===== src/rtl/core/tcw_addr_unit.sv =====
module tcw_addr_unit #(
	parameter int SW = 12
) (
	input  logic [SW-1:0] opa,
	input  logic [SW-1:0] opb,
	input  logic [SW-1:0] limit,
	output logic [SW-1:0] sum,
	output logic          lt
);

	// One adder and one magnitude compare, shared by the multiply, column-add, cursor-advance and scroll steps.
	assign sum = opa + opb;
	assign lt  = (sum < limit);

endmodule


===== config.mk =====
export PLATFORM = sky130hd
export DESIGN_NAME = tcw_addr_unit
export DESIGN_NICKNAME = d
export VERILOG_FILES = /design/src/rtl/core/tcw_addr_unit.sv
export SDC_FILE = /design/constraint.sdc
export NUM_CORES = 1
export LEC_CHECK = 0
export BUFFER_PORTS_ARGS = -buffer_cell sky130_fd_sc_hd__buf_2
export CAP_MARGIN = 20
export CORE_MARGIN = 5
export CORE_UTILIZATION = 48
export DETAILED_ROUTE_END_ITERATION = 6
export GPL_TIMING_DRIVEN = 0
export PLACE_DENSITY = 0.88
export SKIP_LAST_GASP = 1
export SYNTH_ARGS = -nofsm -noshare
export SYNTH_HDL_FRONTEND = slang
export SYNTH_SLANG_ARGS = --single-unit

===== constraint.sdc =====
create_clock -name vclk -period 6.7
set_input_delay 1.34 -clock vclk [all_inputs]
set_output_delay 1.34 -clock vclk [all_outputs]
set_load 0.1 [all_outputs]

==> results of run 1 <==
[logic make-up after synthesis]
family / share of synthesized area, %
compound gates: 27.78
fa+ha+maj: 40.97
simple gates: 11.63
buf+inv: 6.250
xor+xnor: 13.37
[metrics by stage]
stage	utilization [%]	worst slack, ns
after global routing	72.96	0.8911
after global placement	72.96	1.108
final	72.96	1.071
after CTS	72.96	1.052
after detailed placement	72.96	1.056
after floorplan	-	0.2423
[power by group through the flow]
stage	Combinational, mW	Sequential [mW]	Clock (mW)
CTS	0.255	0	0
floorplan	0.214	0	0
detailed placement	0.255	0	0
global placement	0.249	0	0
global route	0.269	0	0
finish	0.253	0	0
[routing by layer]
metal | wire (um) | up-vias | track usage, %
met5 | 0 | - | 0
met4 | 0 | 0 | 0
met3 | 182 | 0 | 3.374
met2 | 1005 | 29 | 30.87
met1 | 637 | 377 | 16.33
li1 | - | 429 | -
[placed cells by master (no fill, tap or decap), drive strengths merged, types with 4 or more instances in the layout]
cell | synthesis | routed
o21ai | 4 | 4
nand3 | 4 | 4
ha | 22 | 22
inv | 12 | 12
a21o | 6 | 6
buf | 0 | 49
xnor2 | 8 | 8
nand2 | 4 | 4
a21oi | 8 | 8
[path summary, 6_finish.rpt]
path | start | end | slack (ns) | depth (start not counted)
min | opb[0] | sum[0] | 3.27 | 3
max | opa[0] | lt | 1.07 | 13
[area by class of cell]
type | count | area [um2]
fill | 131 | 397.9
inverter | 12 | 45.04
multi-input combinational | 79 | 763.2
tap | 16 | 20.02
timing repair buffer | 49 | 245.2
==> results.md, run 1 <==
- Status: complete, no violations
- Die H: 48.75 um
- Top post-synthesis cells by area: ha_1, xnor2_1, a21o_1, inv_1, a21oi_1
- FF+latch area: 0 um2
- # hold bufs at CTS: 0
- Min Hold Slack: 3.271 ns
- Switching power: 0.1869 mW
- FF+latch count: 0
- Switching Fraction: 73.76%
- Number of global-route vias before repair: 815
- PortBufs: 49
- Hold Vio Cnt, Final: 0
- Startpoint types: input port
- IO Pins: 49
- CP Class: input port to primary output
- Post-DR wirelength/cell: 11.70 um
- FP Rows: 14
- Clock power frac: 0%
- Critical-path cell list: buf_2, ha_1, fa_1, a211oi_2, o21ai_2, a31o_2, a21oi_1, xnor2_2, ha_1, a21o_1, a21o_1, a211oi_4, buf_2
- Register area share after synthesis: 0%
- Largest net degree at the start of global routing: 7
- Iteration-0 DRC Markers: 4
- Cell Area, Synth: 720.7 um2
- Fin area: 0.001074 mm2
- Unrepaired setup endpoints after global routing: no
- Final Cycle Share: 84.02%
- # clk buffers: 0
- Final Power: 0.2534 mW
- Post-cts repair resize count: 0
- Largest area contributor in the netlist: ha_1
- Top-count cell post-synth: ha_1
- Peak supply drop: 0.0002839 V
- F_max: 0.1776 GHz
- Die X: 48.75 um
- Req. time, crit path: 5.36 ns
- Post-synth top area share: 38.19%
- Top cells by count, synth: ha_1, inv_1, a21oi_1, xnor2_1, a21o_1
- Antenna cells: 0
- WP buf/inv: 2
- Synth cell types: 26
- Max-slew violations: 0
- Critical-path maximum fanout: 3
- YS warnings: 0
- Worst slew pin tran: 0.4893 ns
- Non-Filler Instances: 156
- DRC errors left: 0
- Final Critical Period: 5.629 ns
- GRT overflow: 0
- Drt total wl: 1825 um
- Crit path max-delay cell type: fa_1
- CP Data Arrival Time: 4.29 ns
- Layout cells sized above 1: 45.71%
- Power Density: 236.1 mW/mm2
- Comb pwr share: 100.0%
- First-pass GRT wire length: 3187 um
- Syn Inst Count: 91
- Global placer's final weighted congestion: 0.7805
- Core area: 0.001471 mm2
- Synth-to-Final Area Change: 48.96%
- Syn avg cell area: 7.920 um2
- Family with the most delay on the worst path: compound AO/OA/AOI/OAI gates
- Die ar.: 0.002377 mm2
- # nets final: 201
- Kind of end point of the critical path: primary output
- GRT Util Overall: 15.16%
- Final setup violating endpoints: 0
- Placed Cells: 156
- Initial Util: 48.98%
- Sum of negative setup slack: 0 ns
- Sequential share of power: 0%
- Via/cell ratio: 5.353
- Worst min path class: input port to primary output
- Placed cell area: 0.001074 mm2
- # Post-CTS Setup Buffers: 0
- Drt first pass iters: 4
- DR vias: 835
- Syn Nets: 150
- Final ANT Viol Nets: 0
- DPL Wire Length: 1754 um
- Max Cap Violations: 0
- Internal power: 0.06649 mW
- Pleak: 0.6244 nW
- Initial antenna violation count: 0
- Crit path largest cell delay: 0.46 ns
- Max_slew headroom: 67.61%
No activity file was read; power rests on OpenSTA's default activity.
==> inputs of run 2 (changes only) <==
Settings changed: CORE_UTILIZATION 48 to 44, PLACE_DENSITY 0.88 to 0.81.
Clock period 6.7 ns to 5.4 ns, I/O delays scaled along.
==> results.md, run 2 (synthesis results as in run 1) <==
- Final WS setup: 0.2963 ns
- Post-cts repair resize count: 0
- Status: complete, no violations
- CP Class: input port to primary output
- Crit path largest cell delay: 0.45 ns
- IO Pins: 49
- Final setup violating endpoints: 0
- Global placer's final weighted congestion: 0.7807
- PortBufs: 49
- Drt first pass iters: 4
- Hold_sp: opb[0]
- F_max: 0.1959 GHz
- # clk buffers: 0
- Synth-to-Final Area Change: 82.99%
- Final ANT Viol Nets: 0
- Startpoint types: input port
- WP buf/inv: 2
- Die X: 50.47 um
- FP Rows: 14
- Final Power: 0.3670 mW
- Antenna cells: 0
- Min Hold Slack: 2.722 ns
- Worst slew pin tran: 0.4931 ns
- Internal power: 0.1111 mW
- Pre-CTS WS: 0.3321 ns
- Max Cap Violations: 0
- Layout cells sized above 1: 57.14%
- Final Util: 86.54%
- DR vias: 860
- GRT Util Overall: 18.44%
- Commonest cells after routing, fill and taps aside: buf_2, ha_1, inv_1, ha_4, a21o_1
- Drt total wl: 2292 um
- Switching power: 0.2559 mW
- FF+latch count: 0
- Placed Cells: 156
- Switching Fraction: 69.73%
- Clock power frac: 0%
- Worst Hold Path EP: sum[0]
- Pleak: 0.6465 nW
- # hold bufs at CTS: 0
- First-pass GRT wire length: 3891 um
- Core area: 0.001524 mm2
- Die ar.: 0.002547 mm2
- Initial Util: 47.29%
- Via/cell ratio: 5.513
- Iteration-0 DRC Markers: 5
- Non-Filler Instances: 156
- Critical-path cell list: buf_2, ha_4, fa_2, a211oi_2, o21ai_2, a21oi_2, xnor2_4, ha_1, a21o_1, a21oi_1, a21oi_1, a211oi_4, buf_2
- Sequential share of power: 0%
- Peak supply drop: 0.0001574 V
- Comb pwr share: 100.0%
- Max-slew violations: 0
- Commonest non-fill, non-tap cell in the layout: buf_2
- Fin area: 0.001319 mm2
- DPL Wire Length: 2207 um
- Critical-path maximum fanout: 3
- Req. time, crit path: 4.32 ns
- FF+latch area: 0 um2
- # Post-CTS Setup Buffers: 0
- Power Density: 278.3 mW/mm2
- Post-DR wirelength/cell: 14.69 um
- Max_slew headroom: 67.35%
- DRC errors left: 0
- Worst min path class: input port to primary output
- # nets final: 201
- Largest net degree at the start of global routing: 7
- Final Critical Period: 5.104 ns
- Initial antenna violation count: 0
- Hold Path Depth: 3
- Crit path max-delay cell type: buf_2
- Unrepaired setup endpoints after global routing: no
- Die H: 50.47 um
- Sum of negative setup slack: 0 ns
- CP Data Arrival Time: 4.02 ns
- Family with the most delay on the worst path: compound AO/OA/AOI/OAI gates
- Hold Vio Cnt, Final: 0
- Placed cell area: 0.001319 mm2
- Final Cycle Share: 94.51%
- Kind of end point of the critical path: primary output
- Number of global-route vias before repair: 960
- Crit. path cell count: 13
- GRT overflow: 0
-- run 2: cell counts in the layout (fill, tap and decap cells not counted) --
No cell type changed its count.
-- run 2: final cells by class --
cell class	instances	area, um2
Fill cell	88	205.2
Inverter	12	45.04
Multi-Input combinational cell	79	1008
Tap cell	16	20.02
Timing Repair Buffer	49	245.2
-- run 2: how the worst max path moves through the flow --
stage / startpoint / end / slack, ns
global placement: opa[0] / lt / 0.39
CTS: opa[0] / lt / 0.32
global route: opa[0] / lt / 0.16
detailed placement: opa[0] / lt / 0.33
finish: opa[0] / lt / 0.30
floorplan: opa[2] / lt / 0.004
-- run 2: per-layer routing --
metal,global-route usage (%),part of all wire (%),vias up
met3,1.183,5.5,4
met4,2.128,1.2,0
met5,0,0,-
met2,39.05,58,29
met1,19.46,35,387
li1,-,-,440
-- run 2: power by group through the flow --
stage	clock [mW]	combinational, mW	sequential [mW]
floorplan	0	0.311	0
global placement	0	0.356	0
detailed placement	0	0.369	0
CTS	0	0.370	0
global route	0	0.388	0
finish	0	0.367	0
==> inputs of run 3 (changes only) <==
Settings changed: CELL_PAD_IN_SITES_DETAIL_PLACEMENT set to 0, CELL_PAD_IN_SITES_GLOBAL_PLACEMENT set to 1, CORE_MARGIN 5 to 8, CORE_UTILIZATION 44 to 30, PLACE_DENSITY 0.81 to 0.82.
==> results.md, run 3 (synthesis results as in run 1) <==
- Startpoint types: input port
- Number of global-route vias before repair: 895
- Via/cell ratio: 4.875
- # hold bufs at CTS: 0
- Req. time, crit path: 4.32 ns
- CP Class: input port to primary output
- Largest net degree at the start of global routing: 7
- Antenna cells: 0
- Pleak: 0.6465 nW
- Crit path largest cell delay: 0.45 ns
- F_max: 0.1981 GHz
- Critical-path cell list: buf_2, ha_4, fa_2, a211oi_2, o21ai_2, a2111oi_2, or3_4, xnor2_4, ha_4, a21o_1, a211oi_4, buf_2
- Hold Vio Cnt, Final: 0
- Kind of end point of the critical path: primary output
- Sum of negative setup slack: 0 ns
- Final setup violating endpoints: 0
- FF+latch count: 0
- Die H: 65.02 um
- Worst min path class: input port to primary output
- Drt first pass iters: 3
- PortBufs: 49
- Met2 usage: 18.88%
- Final Util: 59.72%
- Die ar.: 0.004227 mm2
- Final Cycle Share: 93.48%
- Iteration-0 DRC Markers: 15
- FP Rows: 17
- Met1 Track Usage GR: 12.55%
- Final ANT Viol Nets: 0
- Peak supply drop: 0.0001421 V
- Status: complete, no violations
- Synth-to-Final Area Change: 85.07%
- Max_slew headroom: 67.16%
- Met3 Usage GRT: 2.234%
- DR vias: 819
- Core area: 0.002233 mm2
- Commonest non-fill, non-tap cell in the layout: buf_2
- DPL Wire Length: 2105 um
- Unrepaired setup endpoints after global routing: no
- Critical-path maximum fanout: 3
- # nets final: 201
- Crit path max-delay cell type: buf_2
- CP Data Arrival Time: 3.97 ns
- Initial antenna violation count: 0
- Max-slew violations: 0
- Post-DR wirelength/cell: 13.15 um
- Post-cts repair resize count: 0
- Global placer's final weighted congestion: 0.7408
- Initial Util: 32.27%
- # clk buffers: 0
- Final Critical Period: 5.048 ns
- Number of fill cells in the layout: 215
- Commonest cells after routing, fill and taps aside: buf_2, ha_1, inv_1, ha_4, a21o_1
- # Post-CTS Setup Buffers: 0
- Max Cap Violations: 0
- DRC errors left: 0
- Drt total wl: 2209 um
- GRT overflow: 0
- IO Pins: 49
- Worst slew pin tran: 0.4960 ns
- Power Density: 271.8 mW/mm2
- GRT Max-Usage Layer: met2
- Multi-input gate area: 0.001008 mm2
- First-pass GRT wire length: 3774 um
- Layout cells sized above 1: 57.14%
- GRT Util Overall: 10.27%
- Die X: 65.02 um
- FF+latch area: 0 um2
==> run 3: cell counts in the layout (fill, tap and decap cells not counted) <==
No cell type changed its count.
==> run 3: cell type report <==
class / instances / area share [%]
inverters: 12 / 3.377
multi-input cells: 79 / 75.61
well taps: 28 / 2.627
repair buffers: 49 / 18.39
==> run 3: report_power, final <==
part           switching, mW  total [mW]  leakage [nW]  internal, mW
sequential                 0           0             0             0
combinational          0.253       0.362         0.647         0.110
clock                      0           0             0             0
==> run 3: critical path: cells and delay by family <==
kind	cells	cell delay, ns
compound gates	5	1.15
fa+ha+maj	3	0.82
buf+inv	2	0.56
simple gates	1	0.22
xor+xnor	1	0.13
==> run 3: stage by stage <==
stage	worst slack, ns	power (mW)	instance area, um2	std cells	hold slack (ns)
2_1_floorplan	0.004280	0.3106	1054	91	2.429
3_3_place_gp	0.3486	0.3602	1334	168	2.722
3_5_place_dp	0.3385	0.3664	1334	168	2.727
4_1_cts	0.3331	0.3667	1334	168	2.727
5_1_grt	0.2337	0.3852	1334	168	2.732
6_report	0.3522	0.3625	1334	168	2.724
==> run 3: final timing paths <==
check	from	to	cells after the start
worst max-delay path	opa[0]	lt	12
worst min-delay path	opb[0]	sum[0]	3
==> run 3: per-layer routing <==
layer  wire [um]  share of wire [%]
met4           0                  0
met3         148                6.7
met5           0                  0
met2        1130                 51
met1         929                 42
